$ cat src/rtl/core/assert_macros.svh
// Assertion helpers shared by the RTL.
`ifndef ASSERT_MACROS_SVH
`define ASSERT_MACROS_SVH

// Checked on every rising clk edge outside reset.
`define ITA_ASSERT(lbl, prop, msg) \
  lbl: assert property (@(posedge clk) disable iff (!rst_n) prop) else $error(msg);

// Checked on every rising clk edge, reset included.
`define ITA_ASSERT_ALWAYS(lbl, prop, msg) \
  lbl: assert property (@(posedge clk) prop) else $error(msg);

`endif

$ cat src/rtl/core/ita_pkg.sv
package ita_pkg;

  localparam int VALUE_WIDTH_DEF = 32;

  localparam logic [1:0] OP_UDEC = 2'd0;
  localparam logic [1:0] OP_SDEC = 2'd1;
  localparam logic [1:0] OP_OCT  = 2'd2;
  localparam logic [1:0] OP_HEX  = 2'd3;

  localparam logic [7:0] ASCII_ZERO  = 8'h30;
  localparam logic [7:0] ASCII_ALPHA = 8'h37;  // 'A' - 10
  localparam logic [7:0] ASCII_MINUS = 8'h2D;

  typedef struct packed {
    logic       load;
    logic       step;
    logic [1:0] op;
  } ita_ctrl_t;

  typedef struct packed {
    logic done;
    logic neg;
  } ita_stat_t;

  function automatic logic [7:0] digit_char(input logic [3:0] d);
    logic [7:0] c;
    if (d < 4'd10) begin
      c = ASCII_ZERO + {4'd0, d};
    end else begin
      c = ASCII_ALPHA + {4'd0, d};
    end
    return c;
  endfunction

endpackage

$ cat src/rtl/core/ita_conv.sv
`include "assert_macros.svh"

module ita_conv #(
  parameter int VALUE_WIDTH = ita_pkg::VALUE_WIDTH_DEF,
  parameter int NDIG        = 10
) (
  input  logic                    clk,
  input  logic                    rst_n,
  input  ita_pkg::ita_ctrl_t      ctrl,
  input  logic [VALUE_WIDTH-1:0]  value,
  input  logic [$clog2(NDIG)-1:0] rd_idx,
  output logic [3:0]              rd_digit,
  output ita_pkg::ita_stat_t      stat
);
  import ita_pkg::*;

  localparam int CW = $clog2(VALUE_WIDTH + 1);
  localparam int DW = 4 * NDIG;

  logic [DW-1:0]          digits_r, digits_nxt;
  logic [VALUE_WIDTH-1:0] mag_r, mag_nxt;
  logic [CW-1:0]          cnt_r, cnt_nxt;
  logic                   neg_r, neg_nxt;

  logic                   neg_in;
  logic [VALUE_WIDTH-1:0] mag_in;
  logic [3*NDIG-1:0]      pad3;
  logic [DW-1:0]          pad4;
  logic [DW-1:0]          oct_digits;
  logic [DW-1:0]          adj;

  always_comb begin
    neg_in = (ctrl.op == OP_SDEC) && value[VALUE_WIDTH-1];
    mag_in = neg_in ? ('0 - value) : value;
    pad3   = (3*NDIG)'(value);
    pad4   = DW'(value);
    for (int i = 0; i < NDIG; i++) begin
      oct_digits[4*i +: 4] = {1'b0, pad3[3*i +: 3]};
      adj[4*i +: 4] = (digits_r[4*i +: 4] >= 4'd5) ? (digits_r[4*i +: 4] + 4'd3)
                                                   : digits_r[4*i +: 4];
    end
  end

  // shift-add-3 binary to BCD, one bit per step
  always_comb begin
    digits_nxt = digits_r;
    mag_nxt    = mag_r;
    cnt_nxt    = cnt_r;
    neg_nxt    = neg_r;
    if (ctrl.load) begin
      neg_nxt = neg_in;
      mag_nxt = mag_in;
      cnt_nxt = CW'(VALUE_WIDTH);
      case (ctrl.op)
        OP_OCT:  digits_nxt = oct_digits;
        OP_HEX:  digits_nxt = pad4;
        default: digits_nxt = '0;
      endcase
    end else if (ctrl.step) begin
      digits_nxt = {adj[DW-2:0], mag_r[VALUE_WIDTH-1]};
      mag_nxt    = {mag_r[VALUE_WIDTH-2:0], 1'b0};
      cnt_nxt    = cnt_r - 1'b1;
    end
  end

  always_ff @(posedge clk) begin
    if (!rst_n) begin
      cnt_r <= '0;
      neg_r <= 1'b0;
    end else begin
      cnt_r <= cnt_nxt;
      neg_r <= neg_nxt;
    end
  end

  always_ff @(posedge clk) begin
    digits_r <= digits_nxt;
    mag_r    <= mag_nxt;
  end

  assign rd_digit  = digits_r[4*rd_idx +: 4];
  assign stat.done = (cnt_r == '0);
  assign stat.neg  = neg_r;

  `ITA_ASSERT(a_step_not_done, ctrl.step |-> (cnt_r != '0), "step issued after conversion done")
  `ITA_ASSERT(a_load_count, ctrl.load |=> (cnt_r == CW'(VALUE_WIDTH)), "bit count not loaded")

endmodule

$ cat src/rtl/core/integer_to_ascii_radix_unit.sv
// Converts one VALUE_WIDTH-bit value to ASCII (unsigned/signed decimal, octal,
// uppercase hex), one character per out_valid strobe, most significant first,
// '-' first for a negative signed value, out_last on the final character.
// Each character is on the out_ ports for exactly one cycle; the receiver
// cannot stall, so it must take every strobe. busy is high from the accepting
// edge until the final character is registered. After the accepting edge,
// decimal runs a shift-add-3 conversion (one bit per cycle through the
// per-digit add-3 adjusters), octal and hex need none; then the leading zero
// digits are skipped, keeping at least one, and the characters are emitted.
`include "assert_macros.svh"

module integer_to_ascii_radix_unit #(
  parameter int VALUE_WIDTH = ita_pkg::VALUE_WIDTH_DEF
) (
  input  logic                   clk,
  input  logic                   rst_n,
  input  logic                   start,
  output logic                   busy,
  input  logic [VALUE_WIDTH-1:0] in_value,
  input  logic [1:0]             in_opcode,
  output logic                   out_valid,
  output logic [7:0]             out_ascii_char,
  output logic                   out_last
);
  import ita_pkg::*;

  localparam int NDIG_DEC = (VALUE_WIDTH * 30103) / 100000 + 1;
  localparam int NDIG_OCT = (VALUE_WIDTH + 2) / 3;
  localparam int NDIG     = (NDIG_DEC > NDIG_OCT) ? NDIG_DEC : NDIG_OCT;
  localparam int IDXW     = $clog2(NDIG);

  localparam logic [2:0] ST_IDLE = 3'd0;
  localparam logic [2:0] ST_CONV = 3'd1;
  localparam logic [2:0] ST_SKIP = 3'd2;
  localparam logic [2:0] ST_SIGN = 3'd3;
  localparam logic [2:0] ST_EMIT = 3'd4;

  logic [2:0]      state_r, state_nxt;
  logic [IDXW-1:0] ptr_r, ptr_nxt;
  logic            out_valid_r, out_valid_nxt;
  logic [7:0]      out_char_r, out_char_nxt;
  logic            out_last_r, out_last_nxt;

  ita_ctrl_t  ctrl;
  ita_stat_t  stat;
  logic [3:0] rd_digit;

  ita_conv #(
    .VALUE_WIDTH(VALUE_WIDTH),
    .NDIG       (NDIG)
  ) u_conv (
    .clk     (clk),
    .rst_n   (rst_n),
    .ctrl    (ctrl),
    .value   (in_value),
    .rd_idx  (ptr_r),
    .rd_digit(rd_digit),
    .stat    (stat)
  );

  always_comb begin
    state_nxt     = state_r;
    ptr_nxt       = ptr_r;
    out_valid_nxt = 1'b0;
    out_char_nxt  = out_char_r;
    out_last_nxt  = out_last_r;
    ctrl.load     = 1'b0;
    ctrl.step     = 1'b0;
    ctrl.op       = in_opcode;
    unique case (state_r)
      ST_IDLE: begin
        if (start) begin
          ctrl.load = 1'b1;
          ptr_nxt   = IDXW'(NDIG - 1);
          state_nxt = (in_opcode == OP_UDEC || in_opcode == OP_SDEC) ? ST_CONV : ST_SKIP;
        end
      end
      ST_CONV: begin
        if (stat.done) begin
          state_nxt = ST_SKIP;
        end else begin
          ctrl.step = 1'b1;
        end
      end
      ST_SKIP: begin
        if (ptr_r != '0 && rd_digit == 4'd0) begin
          ptr_nxt = ptr_r - 1'b1;
        end else begin
          state_nxt = stat.neg ? ST_SIGN : ST_EMIT;
        end
      end
      ST_SIGN: begin
        out_valid_nxt = 1'b1;
        out_char_nxt  = ASCII_MINUS;
        out_last_nxt  = 1'b0;
        state_nxt     = ST_EMIT;
      end
      ST_EMIT: begin
        out_valid_nxt = 1'b1;
        out_char_nxt  = digit_char(rd_digit);
        out_last_nxt  = (ptr_r == '0);
        if (ptr_r == '0) begin
          state_nxt = ST_IDLE;
        end else begin
          ptr_nxt = ptr_r - 1'b1;
        end
      end
      default: begin
        state_nxt = ST_IDLE;
      end
    endcase
  end

  always_ff @(posedge clk) begin
    if (!rst_n) begin
      state_r     <= ST_IDLE;
      ptr_r       <= '0;
      out_valid_r <= 1'b0;
    end else begin
      state_r     <= state_nxt;
      ptr_r       <= ptr_nxt;
      out_valid_r <= out_valid_nxt;
    end
  end

  always_ff @(posedge clk) begin
    out_char_r <= out_char_nxt;
    out_last_r <= out_last_nxt;
  end

  assign busy           = (state_r != ST_IDLE);
  assign out_valid      = out_valid_r;
  assign out_ascii_char = out_char_r;
  assign out_last       = out_last_r;

  `ITA_ASSERT(a_out_from_busy, out_valid |-> $past(busy), "item strobe without work in flight")
  `ITA_ASSERT(a_last_ends, (out_valid && out_last) |=> !out_valid, "strobe after final char")
  `ITA_ASSERT(a_accept_busy, (start && !busy) |=> busy, "accepted item did not raise busy")
  `ITA_ASSERT_ALWAYS(a_reset_idle, !rst_n |=> (!busy && !out_valid), "reset left unit active")

endmodule

$ cat config.mk
export PLATFORM = sky130hd
export DESIGN_NAME = integer_to_ascii_radix_unit
export DESIGN_NICKNAME = d
export VERILOG_FILES = /design/src/rtl/core/ita_pkg.sv /design/src/rtl/core/ita_conv.sv /design/src/rtl/core/integer_to_ascii_radix_unit.sv
export VERILOG_INCLUDE_DIRS = /design/src /design/src/rtl/core
export SDC_FILE = /design/constraint.sdc
export NUM_CORES = 1
export LEC_CHECK = 0
export BUFFER_PORTS_ARGS = -buffer_cell sky130_fd_sc_hd__buf_4
export CAP_MARGIN = 20
export CORE_UTILIZATION = 35
export DETAILED_ROUTE_END_ITERATION = 10
export GPL_ROUTABILITY_DRIVEN = 1
export PLACE_DENSITY = 0.55
export SLEW_MARGIN = 20
export SYNTH_ARGS = -nofsm -noshare
export SYNTH_HDL_FRONTEND = slang
export SYNTH_SLANG_ARGS = --single-unit
$ cat constraint.sdc
create_clock -name clk -period 7.8 [get_ports clk]
set_input_delay 0.39 -clock clk [delete_from_list [all_inputs] [get_ports clk]]
set_output_delay 0.39 -clock clk [all_outputs]
set_load 0.1 [all_outputs]
### Word-level counts from Yosys, hierarchy flattened

Index checks and enable logic that the tools add are counted.

* add/subtract/negate cells: 16
* magnitude comparators: 12
* mux-type cells: 38
* reductions and logical operators: 17
* bitwise logic cells: 1
* equality and inequality tests: 13
* shift operators: 1

Operators by type and width (count)
* $mux W32: 3
* $mux W44: 2
* $pmux W42 S2: 1
* $mux W4: 13
* $ge A4 B3 Y1 const B: 11
* $shiftx A44 B7 Y4: 1
* $add A4 B2 Y4 const B: 10
* $sub A1 B32 Y32 const A: 1
* $mux W3: 6
* $pmux W8 S2: 1
* $pmux W3 S5: 1
* $add A6 B4 Y7 const A: 2
* $mux W6: 2
* $ne A2 B2 Y1 const B: 6
* $pmux W4 S3: 1
* $logic_not A4 Y1: 2
* $reduce_and A4 Y1: 2
* $mux W7: 1
* $eq A3 B2 Y1 const B: 2
* $logic_not A6 Y1: 1
* $reduce_bool A3 Y1: 2
* $sub A6 B1 Y6 const B: 1
* $mux W1: 5
* $eq A2 B2 Y1 const B: 2
* 16 further kinds: 19

* output and inout port bits: 11
* input bits: 37
* register bits after elaboration: 100
* word-level logic and storage cells: 108

### Depth between registers and ports, before layout

Gate-level depths: netlist (run 1).

* word-level depth: 5
* depth in mapped cells: 14
* mapped depth without buffers: 10

### Modules after synthesis

Synthesis (run 1) repeated with hierarchy kept, for this count alone.

* cells, all modules: 711
* area total of the unflattened synthesis: 6781.5 sq um

Modules (own cells, without submodules)
* ita_conv: sequential area each 2422.3 sq um, cells each 611, area each 5873.1 sq um, instances 1
* integer_to_ascii_radix_unit: sequential area each 400.4 sq um, cells each 100, area each 908.4 sq um, instances 1

### Worst setup path after synthesis (run 1)

Ideal clock, no wire load.

* path type: reg2reg
* start: register u_conv.cnt_r[0]
* end: register u_conv.digits_r[0], enable pin
* required time: 7.353 ns
* arrival time: 3.080 ns
* clock period less this slack: 3.527 ns
* stages on the path, launching flop included: 7
* slack: 4.273 ns
* cell sequence: dfxtp_1 > inv_1 > ha_1 > a31oi_1 > and3_1 > clkbuf_1 > nand2b_1

* longest elaborated chain between the ends: 4

RTL lines
* start: declaration: line ita_conv.sv:22 `logic [CW-1:0] cnt_r, cnt_nxt;`
* start signal: assignment: line ita_conv.sv:71 `cnt_r <= cnt_nxt;`
* $logic_not A6 Y1: line ita_conv.sv:82 `assign stat.done = (cnt_r == '0);`
* $mux W1: line integer_to_ascii_radix_unit.sv:79 `if (stat.done) begin`
* $mux W1: line integer_to_ascii_radix_unit.sv:70 `unique case (state_r)`
* $reduce_bool A2 Y1 (no source line)
* end signal: assignment: line ita_conv.sv:77 `digits_r <= digits_nxt;`
* end: declaration: line ita_conv.sv:20 `logic [DW-1:0] digits_r, digits_nxt;`

No other way between the ends.
A chain may end at the register's enable or synchronous reset.

### Worst setup path in the final report (run 1)

* start: register ptr_r[0]
* end: register ptr_r[0]

* longest elaborated chain between the ends: 5

RTL lines
* start: declaration: line integer_to_ascii_radix_unit.sv:39 `logic [IDXW-1:0] ptr_r, ptr_nxt;`
* start signal: assignment: line integer_to_ascii_radix_unit.sv:121 `ptr_r <= ptr_nxt;`
* $shiftx A44 B7 Y4: line ita_conv.sv:81 `assign rd_digit = digits_r[4*rd_idx +: 4];`
* $logic_not A4 Y1: line integer_to_ascii_radix_unit.sv:86 `if (ptr_r != '0 && rd_digit == 4'd0) begin`
* $logic_and A1 B1 Y1: line integer_to_ascii_radix_unit.sv:86
* $ne A2 B2 Y1 (no source line)
* $reduce_and A4 Y1 (no source line)

Several ways; a longest one is shown, not always the timed one. The select of a mux whose other input is x is not followed.

==> reports/metrics.csv, run 1 <==
metric,value,unit
die height,140,um
hold buffer count at CTS,0,
clk slew on worst S/H paths,0.06,ns
sequential share of the synthesized area,42.5,%
Pint,1.28,mW
Slew headroom,38.2,%
CP max stage cell,dfxtp_2,
number of nets in the layout,807,
Mapped Area,6640,um2
routability cong.,0.888,
#FFs+latches synth,99,
status,finished clean,
Post-synth top cells,"a21oi_1, nand2_1, edfxtp_1",
critical path startpoint category,register,
Hold Slack,0.288,ns
CP arrival,3.15,ns
worst endpoint required time,8.09,ns
Root Buffer,clkbuf_16,
number of buffers created by CTS,9,
vias per inst,5.53,
Port Buffer Count,46,
switching pwr,0.787,mW
initial drt markers,394,
total iterations of the first detailed-routing run,5,
I/O Pins,48,
CP peak stage delay,0.71,ns
Die ar.,19500,um2
gr usage total,18.3,%
Rows,50,
Setup Viol. Count Final,0,
footprint of the multi-input gates,3530,um2
unrepaired setup endpoints after global routing,false,
Final Total Pwr,2.06,mW
Area Overhead vs Synth,12.2,%
Final Cycle Share,36.8,%
post-cts repair resize count,0,
Final WS setup,4.93,ns
minimum clock period,2.87,ns
GR Overflow Total,0,
number of synthesis warnings,0,
core area,18600,um2
Sequential Power Share,42.7,%
Top delay family on crit path,simple AND/OR/NAND/NOR gates,
cell mode on critical path,nand2_1,
initial antenna violation count,0,
Area contributors post-synth,"edfxtp_1, a21oi_1, ha_1, o21ai_0, nand2_1",
Max Fclk,349,MHz
largest net degree at the start of global routing,99,
Mean Syn Cell Area,9.20,um2
Chip Width,140,um
Yosys top cell by area,edfxtp_1,
WL final,17400,um
Post-Synthesis Cells,722,
top_reg_cell synth,edfxtp_1,
initial core utilization,35.6,%
Max-cap violations,0,
Worst VDD drop,0.121,mV
vias in the first global route,5413,
fin area,7450,um2
TritonCTS clock tree,yes,
"Slew Viols, Final",0,
Final Skew,0.0110,ns
via count,5424,
post-synth top area share,38.0,%
"Hold Vio Cnt, Final",0,
ys async rst share,0,%
Worst Path Buf+Inv,1,
Leak,2.69,nW
Worst-Margin Slew,0.923,ns
Setup Slack @ Placement,4.54,ns
PwrDens,277,nW/um2
remaining antenna violation count,0,
CP Max Fanout,23,
DRC,0,
diodes inserted,0,
total clock sinks,99,
Clock Path Buffers,2,
crit end category,register,
ordered cell list for the critical path,mux4_2 -> nand3b_1 -> nand2_1 -> inv_1 -> ha_1 -> nand2_1 -> or4_1 -> a31o_1 -> a21oi_2,
Skew-Pair Late Insertion Delay,0.36,ns
Crit Path Category,reg -> reg,
Clock power frac,20.4,%
H-Tree Level Count,3,
first-pass GRT wire length,28000,um
hpwl dp,12400,um
Wirelength per Cell,17.7,um
share of layout cells above drive strength 1,13.8,%
Cell variety after synth,64,
setup TNS,0,ns
"count leader, synth",a21oi_1,
post-CTS setup buffer count,0,
Gate power share,37.0,%
Fill cells,1846,
Synth Net Count,787,
DP Area,7140,um2
Switching Fraction,38.1,%
min-delay worst type,in -> reg,
Post-synth EDFFs,84,
register area,2820,um2
[metrics by stage]
step,cells,utilization (%)
after floorplan,722,-
after global placement,963,38.3
after detailed placement,963,38.3
after CTS,979,39.7
after global routing,981,40.0
final,981,40.0
[cell families (layout without fill, tap and decap cells)]
| family | Yosys count | in the layout | share of synthesized area [%] |
|---|---|---|---|
| mux | 41 | 41 | 7.25 |
| other cells | 1 | 1 | 0.0565 |
| buf+inv | 77 | 102 | 4.73 |
| flops | 99 | 99 | 42.5 |
| fa+ha+maj | 28 | 28 | 5.28 |
| compound gates | 197 | 197 | 17.0 |
| xor+xnor | 49 | 49 | 6.46 |
| simple gates | 230 | 230 | 16.8 |
[layout by cell type, fill, tap and decap left out, types with 10 or more instances in the layout]
cell      synthesis  layout
a21oi_1          89      89
ha_1             28      28
mux2_2           19      19
nand2_1          86      86
o21ai_0          66      66
nand2b_1         14      13
xor2_1           21      21
buf_4             1      47
xnor2_1          28      28
dfxtp_1          15      14
inv_1            37      37
edfxtp_1         84      84
mux2i_1          17      17
nor3b_1          16      16
nand3_1          11      10
nor2_1           56      56
[layer usage]
layer | global-route usage [%] | vias up | routed length (um)
met5 | 0 | - | 0
met4 | 6.30 | 0 | 422
met3 | 4.23 | 27 | 947
met2 | 30.9 | 164 | 8290
met1 | 22.9 | 2609 | 7720
li1 | - | 2624 | -
[sequential cells by signal (all words and copies together) (netlist names)]
register         count
out_last             1
u_conv.digits_r     44
u_conv.mag_r        32
state_r              3
out_valid            1
ptr_r                4
u_conv.cnt_r         6
u_conv.neg_r         1
out_ascii_char       7
[layout make-up]
class / count / area share (%)
Sequential cell: 99 / 37.9
Multi-Input combinational cell: 546 / 47.4
Tap cell: 234 / 3.93
Clock buffer: 11 / 3.12
Clock inverter: 5 / 0.403
Timing Repair Buffer: 49 / 5.38
Inverter: 37 / 1.86
[worst paths after layout]
check / slack (ns) / start / endpoint / cells after the start
max: 4.93 / ptr_r[0] / ptr_r[0] / 9
min: 0.29 / rst_n / ptr_r[2] / 2
max reg2reg: 4.93 / ptr_r[0] / ptr_r[0] / 9
min reg2reg: 0.49 / u_conv.neg_r / u_conv.neg_r / 2
[power groups by stage]
stage / combinational, mW / clock, mW / sequential [mW]
after floorplan: 0.575 / 0 / 0.859
after global placement: 0.718 / 0 / 0.889
after detailed placement: 0.749 / 0 / 0.893
after CTS: 0.754 / 0.433 / 0.881
after global routing: 0.854 / 0.451 / 0.896
final: 0.763 / 0.421 / 0.881
Note: power is estimated with default switching activity, not from simulation.
==> run 2: changes to the inputs <==
--- a/config.mk
+++ b/config.mk
@@ -11,7 +11,7 @@
 export CORE_UTILIZATION = 35
 export DETAILED_ROUTE_END_ITERATION = 10
 export GPL_ROUTABILITY_DRIVEN = 1
-export PLACE_DENSITY = 0.55
+export PLACE_DENSITY = 0.57
 export SLEW_MARGIN = 20
 export SYNTH_ARGS = -nofsm -noshare
 export SYNTH_HDL_FRONTEND = slang
==> constraint.sdc (replaced) <==
create_clock -name clk -period 2.6 [get_ports clk]
set_input_delay 0.13 -clock clk [delete_from_list [all_inputs] [get_ports clk]]
set_output_delay 0.13 -clock clk [all_outputs]
set_load 0.1 [all_outputs]
==> run 2 against run 1 <==
Effect of this change:
- clock-buffer cell count decreased by 2
- clock power increased to 3.2 times the previous value
- routed wire length decreased by 1.6%
- power increased to 3.1 times the previous value
- critical path depth unchanged
- register-to-register slack got worse by 4.8 ns
- sequential cell count unchanged
- core utilization increased by 1.2 points
- sequential power increased to 3.0 times the previous value
- via count decreased by 1.0%
- combinational power increased to 3.2 times the previous value
==> reports/metrics.csv, run 2 (synthesis gave the netlist of run 1 again) <==
metric,value,unit,change
share of layout cells above drive strength 1,16.9,%,+3.1 points
vias in the first global route,5076,,-6.2%
post-CTS setup buffer count,0,,unchanged
I/O Pins,48,,unchanged
clk slew on worst S/H paths,0.08,ns,+0.02 ns
DRC,0,,unchanged
initial core utilization,35.6,%,unchanged
Reg2Reg Setup Slack,0.15,ns,-4.78 ns
unrepaired setup endpoints after global routing,false,,
initial antenna violation count,0,,unchanged
vias per inst,5.35,,-3.3%
CP max stage cell,mux4_2,,
Slew headroom,53.4,%,+15 points
min-delay worst type,in -> reg,,
Wirelength per Cell,17.0,um,-3.9%
"most common cell after layout, fill and taps aside",a21oi_1,,
Biggest register,u_conv.digits_r,,
TritonCTS clock tree,yes,,
Worst-Margin Slew,0.698,ns,-0.225 ns
number of flip-flops in the largest register,44,,unchanged
status,finished clean,,
Max Fclk,408,MHz,+17%
GR Overflow Total,0,,unchanged
via count,5369,,-1.0%
largest net degree at the start of global routing,39,,-61%
Area Overhead vs Synth,15.6,%,
Leak,2.82,nW,+4.9%
minimum clock period,2.45,ns,-0.416 ns
Setup Slack @ Placement,0.0745,ns,-4.47 ns
critical path startpoint category,register,,
CP arrival,2.76,ns,-0.39 ns
number of buffers created by CTS,9,,unchanged
number of nets in the layout,830,,+2.9%
hpwl dp,12600,um,+1.5%
Rows,50,,unchanged
Clock Path Buffers,2,,unchanged
Top delay family on crit path,simple AND/OR/NAND/NOR gates,,
Chip Width,140,um,unchanged
ordered cell list for the critical path,buf_12 -> mux4_2 -> a21oi_1 -> or2_2 -> ha_1 -> nand2_1 -> or4_4 -> a211oi_2 -> o21a_1,,
die height,140,um,unchanged
"Hold Vio Cnt, Final",0,,unchanged
initial drt markers,415,,+5.3%
H-Tree Level Count,3,,unchanged
Worst Path Buf+Inv,1,,unchanged
Hold EP,ptr_r[2],,
PwrDens,832,nW/um2,+200%
CP Max Fanout,16,,-30%
Root Buffer,clkbuf_16,,
worst endpoint required time,2.90,ns,-5.19 ns
Skew-Pair Late Insertion Delay,0.37,ns,about the same
"Core Util, Final",41.2,%,+1.2 points
Crit Path Category,reg -> reg,,
total iterations of the first detailed-routing run,5,,unchanged
routability cong.,0.802,,-9.7%
CP peak stage delay,0.51,ns,-0.20 ns
remaining antenna violation count,0,,unchanged
Final Skew,0.0167,ns,+0.00575 ns
Setup Viol. Count Final,0,,unchanged
Max-cap violations,0,,unchanged
Worst Reg-to-Reg Cells,9,,unchanged
core area,18600,um2,unchanged
most frequent cells in the layout,"a21oi_1, nand2_1, edfxtp_1",,
Final WS setup,0.148,ns,-4.78 ns
Port Buffer Count,46,,unchanged
hold buffer count at CTS,0,,unchanged
diodes inserted,0,,unchanged
first-pass GRT wire length,27300,um,-2.7%
hold path cells,2,,unchanged
Crit Reg-Reg Endpoint,ptr_r[2],,
Hold Slack,0.0245,ns,-0.263 ns
Worst VDD drop,0.350,mV,+190%
setup TNS,0,ns,unchanged
r2r startpoint,ptr_r[0],,
Fill cells,1852,,+0.33%
Worst Hold Launch,rst_n,,
Die ar.,19500,um2,unchanged
crit end category,register,,
total clock sinks,99,,unchanged
WL final,17100,um,-1.6%
Final Cycle Share,94.3,%,+58 points
"Slew Viols, Final",0,,unchanged
gr usage total,18.0,%,-0.35 points
[run 2: cell types whose count changed in the layout (fill, tap and decap cells not counted), sizes merged]
cell      delta
clkbuf       -2
clkinv       -3
buf         +23
clkinvlp     +1
inv          +4
[run 2: per-stage QoR]
stage	std cells	instance area [um2]	power, mW
after floorplan	722	6650	4.29
after global routing	1004	7680	6.81
after detailed placement	988	7390	5.07
after CTS	1004	7670	6.41
final	1004	7680	6.39
after global placement	988	7390	5.03
[run 2: area by class of cell]
cell class	instances	area, um2	area share (%)
well taps	234	293	3.81
clock buffers	9	225	2.93
multi-input cells	546	3540	46.1
repair buffers	72	603	7.85
flip-flops and latches	99	2820	36.8
clock inverters	7	56.3	0.733
inverters	37	139	1.81
[run 2: routing by layer]
metal / wire length (um) / GRT usage, % / vias to the layer above
met3: 895 / 3.65 / 21
met4: 276 / 5.96 / 0
met1: 8030 / 24.3 / 2537
li1: - / - / 2673
met5: 0 / 0 / -
met2: 7900 / 28.6 / 138
[run 2: worst max-delay path by stage]
stage | start | cells after the start | endpoint
after floorplan | ptr_r[0] | 14 | ptr_r[2]
after global placement | ptr_r[2] | 8 | ptr_r[1]
after detailed placement | ptr_r[0] | 9 | ptr_r[0]
after global routing | ptr_r[0] | 9 | ptr_r[1]
after CTS | ptr_r[0] | 9 | ptr_r[0]
final | ptr_r[0] | 9 | ptr_r[2]
[run 2: repair_timing]
item / in CTS / in global routing
gates resized for setup: 0 / 3
setup endpoints to repair: 0 / 7
endpoints found under the hold margin: 0 / 0
[run 2: report_power, final]
| group | total, mW | switching [mW] | leakage (nW) | internal (mW) |
|---|---|---|---|---|
| registers | 2.60 | 0.325 | 0.929 | 2.27 |
| clock network | 1.34 | 0.673 | 0.132 | 0.664 |
| logic | 2.45 | 1.43 | 1.76 | 1.03 |
| total | 6.39 | 2.42 | 2.82 | 3.96 |
==> run 3: changes to the inputs <==
--- a/config.mk
+++ b/config.mk
@@ -11,7 +11,8 @@
 export CORE_UTILIZATION = 35
 export DETAILED_ROUTE_END_ITERATION = 10
 export GPL_ROUTABILITY_DRIVEN = 1
-export PLACE_DENSITY = 0.57
+export GPL_TIMING_DRIVEN = 0
+export PLACE_DENSITY = 0.59
 export SLEW_MARGIN = 20
 export SYNTH_ARGS = -nofsm -noshare
 export SYNTH_HDL_FRONTEND = slang
==> run 3 against run 2 <==
Effect of this change:
- worst setup slack got worse by 0.087 ns
- largest cell class unchanged
- clock-buffer cell count did not move
- critical endpoint unchanged
- clock power rose by 10%
- sequential power fell by 2%
- power rose by 5.0%
- the flow now finishes with violations (design-rule violations)
- die area did not move
==> reports/metrics.csv, run 3 (synthesis gave the netlist of run 1 again) <==
metric,value,unit,change
Root Buffer,clkbuf_16,,
CP peak stage delay,0.55,ns,+0.04 ns
Clock Path Buffers,2,,unchanged
DRC,1,,+1
most frequent cells in the layout,"a21oi_1, nand2_1, edfxtp_1",,
total clock sinks,99,,unchanged
H-Tree Level Count,3,,unchanged
CP Max Fanout,7,,-9
CP max stage cell,or4_4,,
die height,140,um,unchanged
"Core Util, Final",41.9,%,+0.71 points
Hold EP,ptr_r[2],,
Die ar.,19500,um2,unchanged
Fill cells,1868,,+0.86%
post-route insts no fill,1029,,+2.5%
Worst Hold Launch,rst_n,,
Rows,50,,unchanged
I/O Pins,48,,unchanged
WL final,18200,um,+6.3%
number of nets in the layout,855,,+3.0%
Setup Viol. Count Final,0,,unchanged
GR Overflow Total,0,,unchanged
fin area,7810,um2,+1.7%
"most common cell after layout, fill and taps aside",a21oi_1,,
Final Cycle Share,97.6,%,+3.3 points
switching pwr,2.50,mW,+3.3%
status,finished with violations,,
vias per inst,5.41,,+1.3%
Placed Cells,999,,+1.1%
PwrDens,859,nW/um2,+3.3%
core area,18600,um2,unchanged
initial core utilization,35.6,%,unchanged
Worst Reg-to-Reg Cells,12,,+3
Setup Slack @ Placement,-0.470,ns,-0.545 ns
"Hold Vio Cnt, Final",0,,unchanged
Wirelength per Cell,17.7,um,+3.7%
ordered cell list for the critical path,buf_12 -> buf_12 -> mux2i_4 -> a22oi_2 -> o211ai_1 -> nand2_1 -> inv_2 -> ha_4 -> nand2_2 -> or4_4 -> a211oi_2 -> o21a_1,,
unrepaired setup endpoints after global routing,true,,
routability cong.,0.874,,+8.9%
crit end category,register,,
clk slew on worst S/H paths,0.07,ns,about the same
vias in the first global route,5115,,+0.77%
via count,5572,,+3.8%
Biggest register,u_conv.digits_r,,
diodes inserted,0,,unchanged
DP Area,7260,um2,-1.7%
Gate power share,39.8,%,+1.4 points
Max Fclk,394,MHz,-3.4%
initial antenna violation count,0,,unchanged
min-delay worst type,in -> reg,,
Max-cap violations,0,,unchanged
"Slew Viols, Final",0,,unchanged
CP arrival,2.85,ns,+0.09 ns
Sequential Power Share,38.2,%,-2.5 points
share of layout cells above drive strength 1,17.7,%,+0.85 points
setup TNS,0,ns,unchanged
Crit Path Category,reg -> reg,,
worst endpoint required time,2.91,ns,about the same
Final WS setup,0.0614,ns,-0.0869 ns
Pint,4.21,mW,+6.1%
Worst VDD drop,0.364,mV,+4.0%
Clock power frac,22.0,%,+1.1 points
first-pass GRT wire length,28200,um,+3.6%
Slew headroom,58.4,%,+5.0 points
largest net degree at the start of global routing,39,,unchanged
Final Skew,0.0149,ns,-0.00184 ns
remaining antenna violation count,0,,unchanged
Hold Slack,0.0407,ns,+0.0161 ns
initial drt markers,521,,+26%
Area Overhead vs Synth,17.6,%,
hold path cells,2,,unchanged
Port Buffer Count,43,,-6.5%
Switching Fraction,37.3,%,-0.64 points
Final Total Pwr,6.71,mW,+5.0%
cell mode on critical path,buf_12,,
Worst-Margin Slew,0.624,ns,-0.0745 ns
total iterations of the first detailed-routing run,8,,+3
Chip Width,140,um,unchanged
minimum clock period,2.54,ns,+0.0869 ns
Reg2Reg Setup Slack,0.06,ns,-0.09 ns
hpwl dp,13000,um,+3.7%
Crit Reg-Reg Endpoint,ptr_r[2],,
TritonCTS clock tree,yes,,
failing checks,design-rule violations,,
r2r startpoint,ptr_r[0],,
Skew-Pair Late Insertion Delay,0.36,ns,about the same
gr usage total,19.0,%,+1.0 points
critical path startpoint category,register,,
number of flip-flops in the largest register,44,,unchanged
number of buffers created by CTS,9,,unchanged
Leak,2.85,nW,+1.1%
[run 3: power by group through the flow]
stage	Combinational (mW)	Sequential, mW	Clock [mW]
6_report	2.67	2.56	1.48
3_5_place_dp	2.37	2.59	0
3_3_place_gp	2.35	2.58	0
2_1_floorplan	1.73	2.56	0
4_1_cts	2.52	2.56	1.50
5_1_grt	2.96	2.61	1.56
[run 3: final cells by class]
| cell class | count | area (um2) | area share (%) |
|---|---|---|---|
| Clock buffer | 9 | 225 | 2.88 |
| Timing Repair Buffer | 58 | 435 | 5.57 |
| Inverter | 37 | 139 | 1.78 |
| Sequential cell | 99 | 2820 | 36.1 |
| Tap cell | 234 | 293 | 3.75 |
| Clock inverter | 7 | 92.6 | 1.19 |
| Multi-Input combinational cell | 547 | 3610 | 46.2 |
| Buffer | 38 | 191 | 2.45 |
[run 3: critical path: cells and delay by family, from the launching register on]
| kind | cells | cell delay (ns) |
|---|---|---|
| AO/OA/AOI/OAI | 4 | 0.67 |
| adder cells (fa/ha/maj) | 1 | 0.13 |
| buffers and inverters | 3 | 0.35 |
| flip-flops | 1 | 0.34 |
| multiplexers | 1 | 0.25 |
| AND/OR/NAND/NOR | 3 | 0.73 |
[run 3: worst max-delay path by stage]
stage | startpoint | to | slack (ns)
floorplan | ptr_r[0] | ptr_r[2] | 0.05
global placement | ptr_r[0] | ptr_r[2] | -0.46
detailed placement | ptr_r[0] | ptr_r[2] | -0.47
CTS | ptr_r[0] | ptr_r[2] | 0.005
global route | ptr_r[0] | ptr_r[2] | -0.05
finish | ptr_r[0] | ptr_r[2] | 0.06
[run 3: per-layer routing]
layer  share of wire (%)  up-vias  global-route usage, %
li1                    -     2722                      -
met5                   0        -                      0
met3                 6.5       24                   3.92
met2                  46      186                   30.5
met4                 1.9        0                   5.49
met1                  46     2640                   25.6
[run 3: timing repair]
| action | CTS | global route |
|---|---|---|
| hold buffers | 0 | 0 |
| buffers inserted | 10 | 5 |
| gates resized for setup | 19 | 21 |
| setup endpoints to repair | 105 | 96 |
| pin swaps | 2 | 11 |
| gates cloned | 1 | 0 |
